--- src/rtl/core/yrn_pkg.sv ---
// ---------------------------------------------------------------------------
// yrn_pkg - shared types and constants for the year to Roman numeral unit
// Symbol table, status codes and controller/datapath interface structs.
// ---------------------------------------------------------------------------
package yrn_pkg;

  localparam int YEAR_W     = 16;
  localparam int ORD_W      = 12;   // ordinals 1..3999 fit in 12 bits
  localparam int CHAR_W     = 8;
  localparam int STATUS_W   = 2;
  localparam int NUM_SYMS   = 13;
  localparam int SYM_W      = 4;

  localparam logic [YEAR_W-1:0] BASE_YEAR_RESET = 16'd1967;
  localparam logic [YEAR_W-1:0] MAX_ORDINAL     = 16'd3999;

  localparam logic [STATUS_W-1:0] ST_OK    = 2'd0;
  localparam logic [STATUS_W-1:0] ST_EARLY = 2'd1;
  localparam logic [STATUS_W-1:0] ST_LARGE = 2'd2;

  localparam logic [CHAR_W-1:0] CH_NONE = 8'h00;
  localparam logic [CHAR_W-1:0] CH_I    = 8'h49;
  localparam logic [CHAR_W-1:0] CH_V    = 8'h56;
  localparam logic [CHAR_W-1:0] CH_X    = 8'h58;
  localparam logic [CHAR_W-1:0] CH_L    = 8'h4C;
  localparam logic [CHAR_W-1:0] CH_C    = 8'h43;
  localparam logic [CHAR_W-1:0] CH_D    = 8'h44;
  localparam logic [CHAR_W-1:0] CH_M    = 8'h4D;

  // controller -> datapath
  typedef struct packed {
    logic load_year;
    logic calc;
    logic emit_err;
    logic emit_char;
  } yrn_cmd_t;

  // datapath -> controller
  typedef struct packed {
    logic err;        // ordinal out of range for the held year
    logic out_free;   // output register can take a result this cycle
    logic char_last;  // letter emitted now ends the numeral
  } yrn_stat_t;

  function automatic logic [ORD_W-1:0] sym_value(input logic [SYM_W-1:0] idx);
    logic [ORD_W-1:0] v;
    unique case (idx)
      4'd0:    v = 12'd1000;
      4'd1:    v = 12'd900;
      4'd2:    v = 12'd500;
      4'd3:    v = 12'd400;
      4'd4:    v = 12'd100;
      4'd5:    v = 12'd90;
      4'd6:    v = 12'd50;
      4'd7:    v = 12'd40;
      4'd8:    v = 12'd10;
      4'd9:    v = 12'd9;
      4'd10:   v = 12'd5;
      4'd11:   v = 12'd4;
      default: v = 12'd1;
    endcase
    return v;
  endfunction

  function automatic logic [CHAR_W-1:0] sym_first(input logic [SYM_W-1:0] idx);
    logic [CHAR_W-1:0] c;
    unique case (idx)
      4'd0:    c = CH_M;
      4'd1:    c = CH_C;
      4'd2:    c = CH_D;
      4'd3:    c = CH_C;
      4'd4:    c = CH_C;
      4'd5:    c = CH_X;
      4'd6:    c = CH_L;
      4'd7:    c = CH_X;
      4'd8:    c = CH_X;
      4'd9:    c = CH_I;
      4'd10:   c = CH_V;
      4'd11:   c = CH_I;
      default: c = CH_I;
    endcase
    return c;
  endfunction

  // second letter of a subtractive pair, CH_NONE for single letters
  function automatic logic [CHAR_W-1:0] sym_second(input logic [SYM_W-1:0] idx);
    logic [CHAR_W-1:0] c;
    unique case (idx)
      4'd1:    c = CH_M;
      4'd3:    c = CH_D;
      4'd5:    c = CH_C;
      4'd7:    c = CH_L;
      4'd9:    c = CH_X;
      4'd11:   c = CH_V;
      default: c = CH_NONE;
    endcase
    return c;
  endfunction

  // largest symbol not above n; symbols run in descending value
  function automatic logic [SYM_W-1:0] pick_sym(input logic [ORD_W-1:0] n);
    logic [SYM_W-1:0] idx;
    idx = SYM_W'(NUM_SYMS - 1);
    for (int i = NUM_SYMS - 1; i >= 0; i--) begin
      if (n >= sym_value(SYM_W'(i))) idx = SYM_W'(i);
    end
    return idx;
  endfunction

endpackage

--- src/rtl/core/yrn_ctrl.sv ---
// ---------------------------------------------------------------------------
// yrn_ctrl - sequencing controller
// Steps one request through ordinal check, then letter or error emission.
// ---------------------------------------------------------------------------
module yrn_ctrl
  import yrn_pkg::*;
(
  input  logic      clk,
  input  logic      rst,
  input  logic      in_valid,
  output logic      in_ready,
  input  yrn_stat_t stat,
  output yrn_cmd_t  cmd
);

  typedef enum logic [3:0] {
    S_IDLE = 4'b0001,
    S_CALC = 4'b0010,
    S_ERR  = 4'b0100,
    S_EMIT = 4'b1000
  } state_t;

  state_t state, state_next;

  always_ff @(posedge clk) begin
    if (rst) begin
      state <= S_IDLE;
    end else begin
      state <= state_next;
    end
  end

  always_comb begin
    state_next = state;
    cmd        = '0;
    in_ready   = 1'b0;
    unique case (state)
      S_IDLE: begin
        in_ready = 1'b1;
        if (in_valid) begin
          cmd.load_year = 1'b1;
          state_next    = S_CALC;
        end
      end
      S_CALC: begin
        cmd.calc   = 1'b1;
        state_next = stat.err ? S_ERR : S_EMIT;
      end
      S_ERR: begin
        if (stat.out_free) begin
          cmd.emit_err = 1'b1;
          state_next   = S_IDLE;
        end
      end
      S_EMIT: begin
        if (stat.out_free) begin
          cmd.emit_char = 1'b1;
          if (stat.char_last) state_next = S_IDLE;
        end
      end
      default: state_next = S_IDLE;
    endcase
  end

endmodule

--- src/rtl/core/yrn_dp.sv ---
// ---------------------------------------------------------------------------
// yrn_dp - datapath
// Base register, ordinal, greedy symbol pick and the output register.
// ---------------------------------------------------------------------------
module yrn_dp
  import yrn_pkg::*;
(
  input  logic                clk,
  input  logic                rst,
  input  logic                cfg_we,
  input  logic [YEAR_W-1:0]   cfg_wdata,
  input  logic [YEAR_W-1:0]   year_in,
  input  yrn_cmd_t            cmd,
  output yrn_stat_t           stat,
  output logic                out_valid,
  input  logic                out_ready,
  output logic [CHAR_W-1:0]   out_char,
  output logic [STATUS_W-1:0] out_status,
  output logic                out_last
);

  logic [YEAR_W-1:0] base_year;
  logic [YEAR_W-1:0] year;
  logic [ORD_W-1:0]  n;
  logic              pending;
  logic [CHAR_W-1:0] second;

  logic [YEAR_W:0]   diff;
  logic              early;
  logic              over_max;
  logic [SYM_W-1:0]  sym;
  logic [ORD_W-1:0]  n_sub;
  logic [CHAR_W-1:0] sym_c2;
  logic [CHAR_W-1:0] char_now;
  logic              last_now;

  assign diff     = {1'b0, year} - {1'b0, base_year};
  assign early    = diff[YEAR_W];
  assign over_max = !early && (diff[YEAR_W-1:0] >= MAX_ORDINAL);

  assign sym    = pick_sym(n);
  assign n_sub  = n - sym_value(sym);
  assign sym_c2 = sym_second(sym);

  always_comb begin
    if (pending) begin
      char_now = second;
      last_now = (n == '0);
    end else begin
      char_now = sym_first(sym);
      last_now = (sym_c2 == CH_NONE) && (n_sub == '0);
    end
  end

  assign stat.err       = early || over_max;
  assign stat.out_free  = !out_valid || out_ready;
  assign stat.char_last = last_now;

  always_ff @(posedge clk) begin
    if (rst) begin
      base_year <= BASE_YEAR_RESET;
      pending   <= 1'b0;
      out_valid <= 1'b0;
    end else begin
      if (cfg_we) base_year <= cfg_wdata;
      if (cmd.calc) pending <= 1'b0;
      if (cmd.emit_char) begin
        if (pending) begin
          pending <= 1'b0;
        end else if (sym_c2 != CH_NONE) begin
          pending <= 1'b1;
        end
      end
      if (cmd.emit_char || cmd.emit_err) begin
        out_valid <= 1'b1;
      end else if (out_ready) begin
        out_valid <= 1'b0;
      end
    end
  end

  always_ff @(posedge clk) begin
    if (cmd.load_year) year <= year_in;
    if (cmd.calc) n <= diff[ORD_W-1:0] + ORD_W'(1);
    if (cmd.emit_char && !pending) begin
      n      <= n_sub;
      second <= sym_c2;
    end
    if (cmd.emit_char) begin
      out_char   <= char_now;
      out_status <= ST_OK;
      out_last   <= last_now;
    end else if (cmd.emit_err) begin
      out_char   <= CH_NONE;
      out_status <= early ? ST_EARLY : ST_LARGE;
      out_last   <= 1'b1;
    end
  end

endmodule

--- src/rtl/core/year_to_roman_numeral_chars_unit.sv ---
// ---------------------------------------------------------------------------
// year_to_roman_numeral_chars_unit - year to Roman numeral letter stream
// Forms ordinal = year - base_year + 1 and streams its numeral letters.
// ---------------------------------------------------------------------------
//  channel   | dir | tdata        | tuser       | tlast
//  s_axis    | in  | [15:0] year  | -           | -
//  m_axis    | out | [7:0] char   | [1:0] status| last letter / error
//  cfg       | in  | cfg_wdata [15:0] base_year, written when cfg_we
//
//  A request is accepted, then the ordinal subtract and range check run, then
//  its letters follow (1 to 15 per numeral), or the error result does. Letters
//  come one a cycle from the greedy symbol pick and the single output
//  register while the output takes them. Output stalls hold the sequence.
//  Reset is synchronous, restores base_year to 1967 and empties the output.
// ---------------------------------------------------------------------------
module year_to_roman_numeral_chars_unit
  import yrn_pkg::*;
(
  input  logic                clk,
  input  logic                rst,
  input  logic                cfg_we,
  input  logic [YEAR_W-1:0]   cfg_wdata,      // base_year
  input  logic                s_axis_tvalid,
  output logic                s_axis_tready,
  input  logic [YEAR_W-1:0]   s_axis_tdata,   // [15:0] year
  output logic                m_axis_tvalid,
  input  logic                m_axis_tready,
  output logic [CHAR_W-1:0]   m_axis_tdata,   // [7:0] char_code
  output logic [STATUS_W-1:0] m_axis_tuser,   // [1:0] status
  output logic                m_axis_tlast
);

  yrn_cmd_t  cmd;
  yrn_stat_t stat;

  yrn_ctrl u_ctrl (
    .clk      (clk),
    .rst      (rst),
    .in_valid (s_axis_tvalid),
    .in_ready (s_axis_tready),
    .stat     (stat),
    .cmd      (cmd)
  );

  yrn_dp u_dp (
    .clk        (clk),
    .rst        (rst),
    .cfg_we     (cfg_we),
    .cfg_wdata  (cfg_wdata),
    .year_in    (s_axis_tdata),
    .cmd        (cmd),
    .stat       (stat),
    .out_valid  (m_axis_tvalid),
    .out_ready  (m_axis_tready),
    .out_char   (m_axis_tdata),
    .out_status (m_axis_tuser),
    .out_last   (m_axis_tlast)
  );

  a_busy_after_accept: assert property (@(posedge clk) disable iff (rst)
    s_axis_tvalid && s_axis_tready |=> !s_axis_tready)
    else $error("input taken again while a request is in progress");

  a_err_result_form: assert property (@(posedge clk) disable iff (rst)
    m_axis_tvalid && (m_axis_tuser != ST_OK) |->
      (m_axis_tdata == CH_NONE) && m_axis_tlast &&
      ((m_axis_tuser == ST_EARLY) || (m_axis_tuser == ST_LARGE)))
    else $error("malformed error result");

  a_letter_legal: assert property (@(posedge clk) disable iff (rst)
    m_axis_tvalid && (m_axis_tuser == ST_OK) |->
      (m_axis_tdata == CH_I) || (m_axis_tdata == CH_V) || (m_axis_tdata == CH_X) ||
      (m_axis_tdata == CH_L) || (m_axis_tdata == CH_C) || (m_axis_tdata == CH_D) ||
      (m_axis_tdata == CH_M))
    else $error("letter outside the numeral alphabet");

  a_hold_while_stalled: assert property (@(posedge clk) disable iff (rst)
    m_axis_tvalid && !m_axis_tready |=>
      m_axis_tvalid && $stable(m_axis_tdata) && $stable(m_axis_tuser) &&
      $stable(m_axis_tlast))
    else $error("output result changed while stalled");

endmodule

--- config.mk ---
export PLATFORM = sky130hd
export DESIGN_NAME = year_to_roman_numeral_chars_unit
export DESIGN_NICKNAME = d
export VERILOG_FILES = /design/src/rtl/core/yrn_pkg.sv /design/src/rtl/core/yrn_ctrl.sv /design/src/rtl/core/yrn_dp.sv /design/src/rtl/core/year_to_roman_numeral_chars_unit.sv
export SDC_FILE = /design/constraint.sdc
export NUM_CORES = 1
export LEC_CHECK = 0
export ABC_AREA = 1
export BUFFER_PORTS_ARGS = -buffer_cell sky130_fd_sc_hd__buf_2
export CORE_MARGIN = 4
export CORE_UTILIZATION = 55
export DETAILED_ROUTE_END_ITERATION = 6
export GPL_TIMING_DRIVEN = 1
export PLACE_DENSITY = 0.77
export SLEW_MARGIN = 0
export SYNTH_ARGS = -nofsm -noshare
export SYNTH_HDL_FRONTEND = slang
export SYNTH_SLANG_ARGS = --single-unit
--- constraint.sdc ---
create_clock -name clk -period 4.1 [get_ports clk]
set_clock_uncertainty 0.1 [all_clocks]
set_input_delay 0.82 -clock clk [delete_from_list [all_inputs] [get_ports clk]]
set_output_delay 0.82 -clock clk [all_outputs]
set_load 0.02 [all_outputs]
### Word-level counts from Yosys, hierarchy flattened

Memories as Yosys holds them, arrays and structs flattened.
Cells that the tools add are included.

* register bits after elaboration: 69
* bits in read-only memories: 240
* output and inout port bits: 13
* logic and storage cells: 100
* memories kept: 2

* $add $sub $neg: 3
* order comparisons: 13
* equality and inequality tests: 14
* muxes and demuxes: 41
* reductions and logical operators: 17

Memory list
* (no name shown): words 16, width 10, rd ports 1, clocked after Yosys merged registers in 0, write ports 0, RTL line yrn_pkg.sv:47 `unique case (idx)`
* (no name shown): words 16, width 5, rd ports 1, clocked after Yosys merged registers in 0, write ports 0, RTL line yrn_pkg.sv:67 `unique case (idx)`

Operators by type and width (count)
* two-way mux 4 bit: 13
* one-hot mux 7 bit (6 select lines): 1
* greater-or-equal comparator 12 x 10 -> 1 bit (second input constant): 2
* greater-or-equal comparator 12 x 3 -> 1 bit (second input constant): 2
* greater-or-equal comparator 12 x 4 -> 1 bit (second input constant): 2
* greater-or-equal comparator 12 x 6 -> 1 bit (second input constant): 2
* greater-or-equal comparator 12 x 7 -> 1 bit (second input constant): 2
* greater-or-equal comparator 12 x 9 -> 1 bit (second input constant): 2
* zero test 12 bit: 2
* two-way mux 12 bit: 2
* two-way mux 8 bit: 3
* subtractor 16 x 16 -> 17 bit: 1
* greater-or-equal comparator 16 x 12 -> 1 bit (second input constant): 1
* two-way mux 1 bit: 16
* one-hot mux 4 bit (4 select lines): 1
* adder 12 x 1 -> 12 bit (second input constant): 1
* == test 4 x 3 -> 1 bit (second input constant): 3
* == test 4 bit (second input constant): 3
* two-way mux 3 bit: 4
* subtractor 12 bit: 1
* == test 4 x 1 -> 1 bit (second input constant): 2
* == test 4 x 2 -> 1 bit (second input constant): 2
* zero test 8 bit: 1
* nonzero test 8 bit: 1
* other kinds (8): 18

### Longest topological paths before layout

Gate-level depths: netlist of run 1.

* depth in word-level cells: 21
* gate-level depth with buffers: 33
* mapped depth without buffers: 33

### By module

A second synthesis of run 1 with hierarchy kept.

* cell total of the unflattened synthesis: 646
* area, all modules: 4725.8 um^2

Modules (own cells, without submodules)
* yrn_dp: times used 1, cells an instance 609, area each 4494.3 um^2, seq. area each 1631.6 um^2
* yrn_ctrl: times used 1, cells an instance 37, area each 231.5 um^2, seq. area each 80.1 um^2

### Least setup slack after synthesis of run 1

Ideal clock, no wire load.

* path kind: register to register
* start point: register u_dp.n[5]
* end point: register u_ctrl.state[3]
* setup time: 0.109 ns
* arrival time: 3.380 ns
* required time: 3.891 ns
* path slack: 0.512 ns
* stages on the path, launching flop included: 25
* buffers on the path: 0
* period minus slack after synthesis: 3.588 ns
* cell sequence: edfxtp_1 nor2_1 a21oi_1 a21oi_2 inv_1 nand2_1 nand2_1 inv_1 ha_1 inv_1 a21oi_1 ha_1 fa_1 inv_1 nand3_1 nand2_1 nand2_1 nand2_1 nand3_1 nor3_1 nand4_1 nand3_1 nand3_1 nand2_1 inv_1

* longest elaborated chain between the ends: 20
* elaborated cells between the ends (all ways): 40
* those cells by class: add/sub: 1; order compare: 12; eq/ne: 7; mux: 14; reduce/logical: 5; memory: 1

RTL lines
* start, declared: RTL line yrn_dp.sv:24 `logic [ORD_W-1:0] n;`
* start signal, assigned: RTL line yrn_dp.sv:84 `if (cmd.calc) n <= diff[ORD_W-1:0] + ORD_W'(1);`
* start signal, assigned: RTL line yrn_dp.sv:86 `n <= n_sub;`
* greater-or-equal comparator 12 x 3 -> 1 bit: RTL line yrn_pkg.sv:105 `if (n >= sym_value(SYM_W'(i))) idx = SYM_W'(i);`
* two-way mux 3 bit (4 in a row): RTL line yrn_pkg.sv:105
* two-way mux 4 bit (8 in a row): RTL line yrn_pkg.sv:105
* memory (16 x 10 bit), or another cell as far along
* subtractor 12 bit or one-hot mux 7 bit (6 select lines) (tied branches): RTL line yrn_dp.sv:42, yrn_pkg.sv:88
* zero test 12 bit or zero test 8 bit (tied branches): RTL line yrn_dp.sv:51 `last_now = (sym_c2 == CH_NONE) && (n_sub == '0);`
* logical AND 1 bit: RTL line yrn_dp.sv:51
* two-way mux 1 bit *: RTL line yrn_dp.sv:46 `if (pending) begin`
* != test 2 x 1 -> 1 bit (no line) *
* AND reduction 4 bit (no line) *
* end signal, assigned: RTL line yrn_ctrl.sv:29 `state <= state_next;`
* end, declared: RTL line yrn_ctrl.sv:23 `state_t state, state_next;`

Every way passes the cells marked *; elsewhere a longest branch is shown, timed or not.
A chain may end at the register's enable or synchronous reset.

### Worst setup path in the final report of run 1

* start point: register u_dp.n[11]
* end point: register u_ctrl.state[3]

Same word-level chain as after synthesis.

==> results of run 1 <==
-- final timing paths --
check,end,start,depth (start not counted),slack (ns)
max,u_ctrl.state[3],u_dp.n[11],26,0.16
min,u_dp.base_year[9],u_dp.base_year[9],2,0.36
max reg2reg,u_ctrl.state[3],u_dp.n[11],26,0.16
min reg2reg,u_dp.base_year[9],u_dp.base_year[9],2,0.36
-- critical path: stages, from the launching register on --
cell,delay (ns)
edfxtp_1,0.45
nor2_4,0.22
nand4_1,0.18
nor2_4,0.17
inv_1,0.07
o21ai_0,0.23
nand2_2,0.13
inv_2,0.11
ha_4,0.20
inv_1,0.07
a21oi_1,0.08
ha_1,0.22
fa_2,0.37
inv_2,0.09
nand3_1,0.09
nand2_1,0.10
nand2_1,0.08
nand2_1,0.06
nand2_1,0.05
nand2_1,0.09
nand3_1,0.09
nor2_2,0.14
nand4_1,0.15
nand3_1,0.14
nand3_1,0.08
nand2_1,0.06
inv_1,0.04
-- sequential cells by signal (all words and copies together) (netlist names) --
signal	cells
u_dp.pending	1
u_dp.second	6
u_dp.out_last	1
u_dp.year	16
u_dp.n	12
u_ctrl.state	4
u_dp.out_valid	1
u_dp.base_year	16
u_dp.out_status	2
u_dp.out_char	6
-- routing by layer --
layer / vias up / global-route usage (%)
li1: 2519 / -
met4: 0 / 11.11
met5: - / 0
met3: 36 / 2.669
met2: 116 / 40.99
met1: 2182 / 26.36
-- Yosys cell counts, types with 5 or more instances --
| master | n | area share, % |
|---|---|---|
| o21ai_0 | 38 | 3.8 |
| nor3_1 | 6 | 0.59 |
| a21oi_1 | 42 | 4.1 |
| nor2_4 | 5 | 1.1 |
| nand2_2 | 10 | 1.2 |
| edfxtp_1 | 41 | 24 |
| nor2_1 | 52 | 3.9 |
| dfxtp_1 | 24 | 9.5 |
| nand2_1 | 203 | 15 |
| inv_2 | 5 | 0.37 |
| ha_1 | 32 | 7.9 |
| nand3_1 | 56 | 5.5 |
| nand4_1 | 17 | 2.1 |
| clkbuf_1 | 5 | 0.37 |
| nor2_2 | 8 | 0.99 |
| inv_1 | 137 | 10 |
-- per-stage QoR --
| stage | util (%) | std cells | setup WS [ns] | setup TNS, ns | area [sq um] |
|---|---|---|---|---|---|
| 5_1_grt | 66.93 | 924 | -0.01544 | -0.01544 | 5922 |
| 3_3_place_gp | 61.55 | 889 | -0.06127 | -0.06127 | 5446 |
| 3_5_place_dp | 61.55 | 889 | -0.1492 | -0.2250 | 5446 |
| 2_1_floorplan | - | 737 | 0.5116 | 0 | 5072 |
| 4_1_cts | 64.54 | 912 | 0.007866 | 0 | 5710 |
| 6_report | 66.93 | 924 | 0.1557 | 0 | 5922 |
-- cell type report --
class / count / area, sq um / area share (%)
Clock buffer: 11 / 162.7 / 2.747
Clock inverter: 5 / 33.78 / 0.5705
Inverter: 144 / 540.5 / 9.127
Multi-Input combinational cell: 518 / 2908 / 49.10
Sequential cell: 65 / 1712 / 28.90
Tap cell: 108 / 135.1 / 2.282
Timing Repair Buffer: 73 / 430.4 / 7.268
-- report_power, final --
part / total [mW] / switching (mW) / internal (mW) / leakage (nW)
sequential: 0.759 / 0.0159 / 0.743 / 0.584
combinational: 0.539 / 0.345 / 0.194 / 2.29
clock: 0.541 / 0.267 / 0.274 / 0.105
-- what timing repair did --
action,in CTS,in global routing
gates cloned,0,0
buffers inserted,7,12
resized for setup,5,31
setup endpoints to repair,3,3
pin swaps,2,9
-- logic make-up (layout without fill, tap and decap cells) --
kind of cell / Yosys count / after routing / share of synthesized area (%)
simple gates: 375 / 375 / 33.35
buf+inv: 154 / 233 / 11.63
compound gates: 100 / 100 / 10.76
flops: 65 / 65 / 33.77
fa+ha+maj: 34 / 34 / 8.689
xor+xnor: 7 / 7 / 1.728
other cells: 1 / 2 / 0.07398
==> results.txt, run 1 <==
Max clock buf depth = 2
CTS Buf Count = 9
# DRC = 0
GRT overflow = 0
post-DR wirelength/cell = 13.15 um
Mapped Cells = 736
IO Pins = 50
Via Count = 4,853
num rows = 34
final-report setup violation count = 0
Hold Buf Count CTS = 0
Fill cells = 771
CP startpoint kind = flop
core footprint = 0.008848 sq mm
Hold Vio Cnt, Final = 0
Synth Flop Type = edfxtp_1
number of DRC markers in iteration 0 = 254
synthesis-to-layout area growth = 16.84%
wl on met1 = 5150 um
first-pass GRT wire length = 20,410 um
DP Wirelength = 9711 um
via density per instance = 5.252
pins over their slew limit = 0
Routed Wire Length = 12,150 um
Root Driver = clkbuf_8
CP max FO = 5
LEAKAGE = 2.983 nW
synthesized flop and latch total = 65
Die Y = 104 um
layout cells sized above 1 = 19.98%
Critical Path RT = 4.25 ns
die area = 0.01082 sq mm
commonest cells after routing, fill and taps aside = 197 x nand2_1, 135 x inv_1, 55 x nand3_1
total chip power = 1.839 mW
CTS tree = built
number of synthesized flops with an enable pin = 41
FFs w/ async S/R, synth = 0%
Syn Area/Cell = 6.887 sq um
n_diodes = 0
DR WL met2 = 6073 um
1st-pass router iterations = 5
Min Clock Period, post-route = 3.944 ns
sequential area share after synthesis = 33.77%
All-Layer GR Usage = 22.64%
post-route clock period utilization = 96.20%
Die X = 104 um
DR WL met3 = 440 um
port bufs = 47
max-cap violations = 0
Peak Freq = 0.2535 GHz
final hold slack = 0.3628 ns
most common cell after layout, fill and taps aside = nand2_1
largest net degree at the start of global routing = 20
initial antenna violation count = 0
crit path DAT = 4.09 ns
H-Tree Depth = 3
status = complete, no violations
vias in the first global route = 4,670
Pwr Density = 310.5 mW/mm^2
worst vdd ir = 196.3 uV
Setup CP Type = flop to flop
clock sink total = 65
Worst slew margin = 58.03%
Ys Warns = 0
hold crit path type = flop to flop
Netlist Area Pre-Place = 0.005069 sq mm
Placer Congestion = 0.9094
Post-DRT Antenna Nets = 0
nets = 882
Synth cell types = 45
Setup crit end kind = flop
CTS clock-pin slew for the worst setup and hold paths = 0.08 ns
Worst-Margin Slew = 0.6254 ns
Initial Util = 57.28%
worst skew pair latency = 0.34 ns
DR top layer = met4
Note: power is estimated with default switching activity, not from simulation.
==> run 2: changes to the inputs <==
CORE_ASPECT_RATIO = 0.5   (was unset)
SYNTH_HIERARCHICAL = 1   (was unset)
==> run 2 against run 1 <==
The flow now finishes with violations (DRC). Worst hold slack got worse by 0.011 ns. Largest power group is now the clock network. Maximum frequency is 0.88% lower. Cell count down 7.9%. Register-to-register slack lost 0.04 ns. Clock-buffer cell count unchanged. Highest routed layer unchanged. First-iteration DRC count is 23% higher. Design area shrank 0.55%. Setup slack got worse by 0.035 ns. Clock power rose by 45%. Sequential share of layout area rose by 0.16 points. Global-route usage barely moved.
==> results.txt, run 2 <==
Worst slew margin = 59.25% (was 58.03%)
CP max FO = 4 (was 5)
post-route clock period utilization = 97.06% (was 96.20%)
via density per instance = 5.300 (was 5.252)
Fill cells = 648 (was 771)
Root Driver = clkbuf_16 (was clkbuf_8)
hold depth = 2 (unchanged)
Final Cell Area = 0.005889 sq mm (was 0.005922 sq mm)
Worst-Margin Slew = 0.6105 ns (was 0.6254 ns)
LEAKAGE = 2.927 nW (was 2.983 nW)
num rows = 23 (was 34)
# DRC = 14 (was 0)
most common cell in the synthesized netlist = nand2_1 (unchanged)
n_diodes = 0 (unchanged)
Max clock buf depth = 2 (unchanged)
vias in the first global route = 4,080 (was 4,670)
die area = 0.01023 sq mm (was 0.01082 sq mm)
Hold Buf Count CTS = 0 (unchanged)
nets = 805 (was 882)
Initial Util = 57.82% (was 57.28%)
1st-pass router iterations = 7 (was 5)
Die Y = 73.55 um (was 104 um)
Routed Wire Length = 12,030 um (was 12,150 um)
Mapped Cells = 646 (was 736)
IO Pins = 50 (unchanged)
Netlist Area Pre-Place = 0.004726 sq mm (was 0.005069 sq mm)
post-DR wirelength/cell = 14.14 um (was 13.15 um)
failing checks = DRC
crit path setup slack, layout = 0.1206 ns (was 0.1557 ns)
Worst Reg-to-Reg Cells = 24 (was 26)
DP Wirelength = 8586 um (was 9711 um)
Area after DPL = 0.005210 sq mm (was 0.005446 sq mm)
hold_sp = u_dp/out_status[0] (was u_dp.base_year[9])
CTS clock-pin slew for the worst setup and hold paths = 0.06 ns (was 0.08 ns)
port bufs = 47 (unchanged)
Min Clock Period, post-route = 3.979 ns (was 3.944 ns)
Syn Area/Cell = 7.315 sq um (was 6.887 sq um)
Placer Congestion = 0.9781 (was 0.9094)
CP startpoint kind = flop (unchanged)
GRT overflow = 0 (unchanged)
Via Count = 4,510 (was 4,853)
sw frac = 31.51% (was 34.16%)
Synth Flop Type = edfxtp_1 (unchanged)
Setup crit end kind = flop (unchanged)
commonest cells after routing, fill and taps aside = 132 x nand2_1, 107 x inv_1, 49 x nor2_1 (was 197 x nand2_1, 135 x inv_1, 55 x nand3_1)
clock sink total = 65 (unchanged)
number of synthesized flops with an enable pin = 41 (unchanged)
most common cell after layout, fill and taps aside = nand2_1 (unchanged)
Post-DRT Antenna Nets = 0 (unchanged)
number of DRC markers in iteration 0 = 312 (was 254)
top cell type's share of synthesized area = 26.05% (was 24.29%)
core footprint = 0.008173 sq mm (was 0.008848 sq mm)
synth cell count leaders = 138 x nand2_1, 110 x inv_1, 56 x nor2_1 (was 203 x nand2_1, 137 x inv_1, 56 x nand3_1)
worst skew pair latency = 0.34 ns (about the same)
DR WL met3 = 735 um (was 440 um)
Peak Freq = 0.2513 GHz (was 0.2535 GHz)
synthesized flop and latch total = 65 (unchanged)
final-report setup violation count = 0 (unchanged)
FF-to-FF End = u_dp/out_last (was u_ctrl.state[3])
area occupied by multi-input gates = 0.002746 sq mm (was 0.002908 sq mm)
pre-CTS WS = -0.01671 ns (was -0.1492 ns)
initial antenna violation count = 0 (unchanged)
register area = 0.001712 sq mm (unchanged)
Die X = 139.1 um (was 104 um)
All-Layer GR Usage = 22.63% (was 22.64%)
sequential power share = 36.9% (was 41.3%)
CTS tree = built (unchanged)
worst vdd ir = 250.7 uV (was 196.3 uV)
Synth cell types = 41 (was 45)
layout cells sized above 1 = 24.49% (was 19.98%)
Worst R2R Start = u_dp/n[9] (was u_dp.n[11])
pins over their slew limit = 0 (unchanged)
FFs w/ async S/R, synth = 0% (unchanged)
Comb pwr share = 25.2% (was 29.3%)
Setup CP Type = flop to flop (unchanged)
P_sw = 649.7 uW (was 628.1 uW)
top post-synthesis cells by area = edfxtp_1 26%, nand2_1 11%, dfxtp_1 10% (was edfxtp_1 24%, nand2_1 15%, inv_1 10%)
unrepaired setup endpoints after global routing = true
Critical Path RT = 4.08 ns (was 4.25 ns)
total chip power = 2.062 mW (was 1.839 mW)
Largest regs = u_dp/base_year: 16 flops, u_dp/year: 16 flops, u_dp/n: 12 flops (was u_dp.base_year: 16 flops, u_dp.year: 16 flops, u_dp.n: 12 flops)
synthesis-to-layout area growth = 24.62% (was 16.84%)
largest net degree at the start of global routing = 21 (was 20)
Clock power frac = 37.9% (was 29.4%)
status = finished, violations left (was complete, no violations)
DR WL met2 = 5608 um (was 6073 um)
CTS Buf Count = 9 (unchanged)
Hold Vio Cnt, Final = 0 (unchanged)
H-Tree Depth = 3 (unchanged)
Ys Warns = 6 (was 0)
R2R Setup Slk = 0.12 ns (was 0.16 ns)
sequential area share after synthesis = 36.22% (was 33.77%)
wl on met1 = 5477 um (was 5150 um)
hold endpoint = u_dp/out_status[0] (was u_dp.base_year[9])
Pwr Density = 350.1 mW/mm^2 (was 310.5 mW/mm^2)
Int Pwr = 1.412 mW (was 1.211 mW)
DR top layer = met4 (unchanged)
crit path DAT = 3.96 ns (was 4.09 ns)
max-cap violations = 0 (unchanged)
hold crit path type = flop to flop (unchanged)
largest area contributor in the netlist = edfxtp_1 (unchanged)
first-pass GRT wire length = 18,550 um (was 20,410 um)
-- run 2: worst max path at each step --
stage | startpoint | slack [ns] | to
after CTS | u_dp/n[1] | 0.02 | u_ctrl/state[0]
after global routing | u_dp/n[1] | -0.18 | u_ctrl/state[0]
after floorplan | u_dp/n[8] | 0.21 | u_ctrl/state[0]
after global placement | u_dp/n[1] | 0.04 | u_ctrl/state[0]
after detailed placement | u_dp/n[1] | -0.02 | u_ctrl/state[0]
final | u_dp/n[9] | 0.12 | u_dp/out_last
-- run 2: kinds of logic (layout without fill, tap and decap cells) --
group	after synthesis	count (layout)	share of synthesized area (%)
and+or+nand+nor	287	287	27.27
buffers and inverters	129	221	10.56
AOI/OAI and AO/OA	114	114	13.26
DFF	65	65	36.22
adders and majority gates	34	34	9.320
xor gates and xnor gates	16	16	3.283
other	1	2	0.07935
-- run 2: per-stage QoR --
stage          util (%)  hold slack (ns)   TNS, ns  std cells
6_report          72.06           0.3523         0        851
5_1_grt           72.06           0.3841   -0.4271        851
4_1_cts           67.62           0.3546         0        834
3_5_place_dp      63.75           0.3400  -0.01671        817
3_3_place_gp      63.75           0.3396         0        817
2_1_floorplan         -           0.3354         0        647
-- run 2: final cells by class --
class | instances | area share (%)
inverter | 119 | 7.627
multi-input combinational | 453 | 46.63
clock inverter | 5 | 0.7223
tap | 112 | 2.379
clock buffer | 11 | 4.483
sequential | 65 | 29.06
timing repair buffer | 86 | 9.093
-- run 2: critical path, stage by stage (launching register included) --
cell	delay (ns)
edfxtp_1	0.49
nor2_2	0.19
nand2_4	0.09
nor2_4	0.13
buf_4	0.13
a21oi_1	0.06
o21ai_0	0.17
nand2_1	0.14
ha_4	0.27
inv_4	0.07
a21oi_1	0.09
ha_2	0.21
fa_2	0.40
o21ai_4	0.19
nand3_2	0.11
nand2_1	0.06
nand2_1	0.07
nand2_1	0.08
nand2_1	0.06
nand2_2	0.08
xor2_2	0.08
buf_4	0.13
buf_4	0.12
nand3_1	0.11
nand3_1	0.09
-- run 2: power by group through the flow --
stage | logic (mW) | registers [mW] | clock network (mW)
6_report | 0.519 | 0.761 | 0.782
5_1_grt | 0.580 | 0.764 | 0.831
4_1_cts | 0.469 | 0.760 | 0.789
3_5_place_dp | 0.463 | 0.774 | 0
3_3_place_gp | 0.457 | 0.772 | 0
2_1_floorplan | 0.339 | 0.776 | 0
-- run 2: layer usage --
layer	up-vias	GRT usage [%]
li1	2292	-
met1	2036	29.68
met2	157	37.88
met3	25	5.462
met4	0	6.833
met5	-	0
-- run 2: what timing repair did --
item,4_1_cts,5_1_grt
buffers inserted,1,17
endpoints found under the setup margin,2,5
pin swaps,0,26
resized for setup,2,57
==> run 3: changes to the inputs <==
CTS_BUF_LIST = sky130_fd_sc_hd__clkbuf_4   (was unset)
==> run 3 against run 2 <==
Critical path type unchanged. Design area decreased by 4.1%. Sequential power barely moved. Maximum frequency shrank 0.30%. Via count hardly changed. Largest cell class unchanged. First-iteration DRC count shrank 9.0%. Non-clock buffer count fell by 2. The run now ends clean.
==> results.txt, run 3 (synthesis gave the netlist of run 2 again) <==
status = complete, no violations (was finished, violations left)
Min Clock Period, post-route = 3.991 ns (was 3.979 ns)
CP max FO = 7 (was 4)
post-route clock period utilization = 97.35% (was 97.06%)
die area = 0.01023 sq mm (unchanged)
synthesis-to-layout area growth = 19.57% (was 24.62%)
CTS Buf Count = 9 (unchanged)
n_diodes = 0 (unchanged)
Setup crit end kind = flop (unchanged)
final hold slack = 0.3659 ns (was 0.3523 ns)
layout cells sized above 1 = 23.07% (was 24.49%)
initial antenna violation count = 0 (unchanged)
crit path DAT = 4.25 ns (was 3.96 ns)
Critical Path RT = 4.36 ns (was 4.08 ns)
Routed Wire Length = 11,660 um (was 12,030 um)
Die X = 139.1 um (unchanged)
DP Wirelength = 8586 um (unchanged)
Root Driver = clkbuf_4 (was clkbuf_16)
Initial Util = 57.82% (unchanged)
Pwr Density = 306.0 mW/mm^2 (was 350.1 mW/mm^2)
nets = 803 (was 805)
1st-pass router iterations = 6 (was 7)
Via Count = 4,508 (was 4,510)
core footprint = 0.008173 sq mm (unchanged)
CTS clock-pin slew for the worst setup and hold paths = 0.12 ns (was 0.06 ns)
H-Tree Depth = 3 (unchanged)
Largest regs = u_dp/base_year: 16 flops, u_dp/year: 16 flops, u_dp/n: 12 flops (unchanged)
Post-DRT Antenna Nets = 0 (unchanged)
commonest cells after routing, fill and taps aside = 136 x nand2_1, 108 x inv_1, 50 x nor2_1 (was 132 x nand2_1, 107 x inv_1, 49 x nor2_1)
unrepaired setup endpoints after global routing = true (unchanged)
Worst Reg-to-Reg Cells = 26 (was 24)
CP startpoint kind = flop (unchanged)
Max clock buf depth = 2 (unchanged)
CTS tree = built (unchanged)
Non-Filler Instances = 849 (was 851)
hold_sp = u_dp/out_status[0] (unchanged)
first-pass GRT wire length = 18,200 um (was 18,550 um)
Peak Freq = 0.2505 GHz (was 0.2513 GHz)
Placer Congestion = 0.9781 (unchanged)
hold depth = 2 (unchanged)
All-Layer GR Usage = 22.07% (was 22.63%)
Worst-Margin Slew = 0.6254 ns (was 0.6105 ns)
hold endpoint = u_dp/out_status[0] (unchanged)
Placed Cells = 817 (unchanged)
clock sink total = 65 (unchanged)
Setup CP Type = flop to flop (unchanged)
worst skew pair latency = 0.43 ns (was 0.34 ns)
crit path setup slack, layout = 0.1086 ns (was 0.1206 ns)
Worst slew margin = 58.26% (was 59.25%)
worst vdd ir = 248.0 uV (was 250.7 uV)
max-cap violations = 0 (unchanged)
Hold Vio Cnt, Final = 0 (unchanged)
pre-CTS WS = -0.01671 ns (unchanged)
LEAKAGE = 2.821 nW (was 2.927 nW)
vias in the first global route = 4,032 (was 4,080)
num rows = 23 (unchanged)
FF-to-FF End = u_ctrl/state[0] (was u_dp/out_last)
most common cell after layout, fill and taps aside = nand2_1 (unchanged)
R2R Setup Slk = 0.11 ns (was 0.12 ns)
# DRC = 0 (was 14)
final-report setup violation count = 0 (unchanged)
Setup Total Neg Slack = 0 ns (unchanged)
post-DR wirelength/cell = 13.74 um (was 14.14 um)
GRT overflow = 0 (unchanged)
hold crit path type = flop to flop (unchanged)
Die Y = 73.55 um (unchanged)
largest net degree at the start of global routing = 21 (unchanged)
number of DRC markers in iteration 0 = 284 (was 312)
total chip power = 1.729 mW (was 2.062 mW)
Worst R2R Start = u_dp/n[11] (was u_dp/n[9])
via density per instance = 5.310 (was 5.300)
IO Pins = 50 (unchanged)
pins over their slew limit = 0 (unchanged)
port bufs = 47 (unchanged)
-- run 3: cell count changes in the layout (fill, tap and decap cells not counted), moves of 2 or more --
| cell | change |
|---|---|
| clkbuf_16 | -10 |
| nand2_2 | -3 |
| clkbuf_4 | +9 |
| nor2_4 | -3 |
| a21oi_4 | -2 |
| nor2_2 | +2 |
| nand2_1 | +4 |
-- run 3: final cells by class --
cell class	instances	area, sq um
Sequential cell	65	1712
Tap cell	112	140.1
Fill cell	686	2522
Clock buffer	9	67.56
Timing Repair Buffer	84	516.7
Clock inverter	7	76.32
Inverter	119	449.2
Multi-Input combinational cell	453	2689
-- run 3: power breakdown --
| part | switching [mW] | leakage [nW] | internal [mW] |
|---|---|---|---|
| logic | 0.315 | 2.16 | 0.196 |
| clock network | 0.268 | 0.0750 | 0.191 |
| registers | 0.0172 | 0.590 | 0.742 |
| total | 0.600 | 2.82 | 1.13 |
-- run 3: worst max-delay path by stage --
stage | startpoint | endpoint | slack, ns
global route | u_dp/n[5] | u_ctrl/state[0] | -0.27
finish | u_dp/n[11] | u_ctrl/state[0] | 0.11
detailed placement | u_dp/n[1] | u_ctrl/state[0] | -0.02
floorplan | u_dp/n[8] | u_ctrl/state[0] | 0.21
CTS | u_dp/n[10] | u_ctrl/state[0] | 0.003
global placement | u_dp/n[1] | u_ctrl/state[0] | 0.04
-- run 3: worst max-delay path, cell delays in order (launching register included) --
cell and delay (ns):
edfxtp_1 0.47, nor2_4 0.20, inv_2 0.07, nor3_1 0.14
inv_1 0.07, nor3_1 0.22, nor2_2 0.08, nand2_2 0.10
nand2_4 0.08, ha_4 0.29, inv_4 0.04, nor2_2 0.15
a21oi_1 0.09, ha_2 0.37, nand2_1 0.09, inv_2 0.08
nand3_1 0.08, o21ai_2 0.15, xor2_1 0.24, nand3_1 0.14
nor3_2 0.12, nand4_1 0.09, nand2_1 0.09, nand2_1 0.07
nand3_2 0.09, nand3_1 0.06, o21bai_1 0.15
-- run 3: through the flow --
stage / utilization, % / cell area [sq um]
2_1_floorplan: - / 4730
3_3_place_gp: 63.75 / 5210
3_5_place_dp: 63.75 / 5210
4_1_cts: 65.68 / 5368
5_1_grt: 69.14 / 5650
6_report: 69.14 / 5650
-- run 3: layer usage --
layer | global-route usage [%] | up-vias | share of wire, %
met3 | 4.616 | 34 | 6.7
met5 | 0 | - | 0
met2 | 37.13 | 191 | 45
met1 | 29.67 | 1990 | 46
met4 | 5.531 | 0 | 2.5
li1 | - | 2293 | -
-- run 3: repair_timing --
action | in CTS | in global routing
hold buffers | 0 | 0
buffers inserted | 1 | 15
cloned | 0 | 0
gates resized for setup | 2 | 42
endpoints found under the setup margin | 1 | 8
pin swaps | 0 | 25
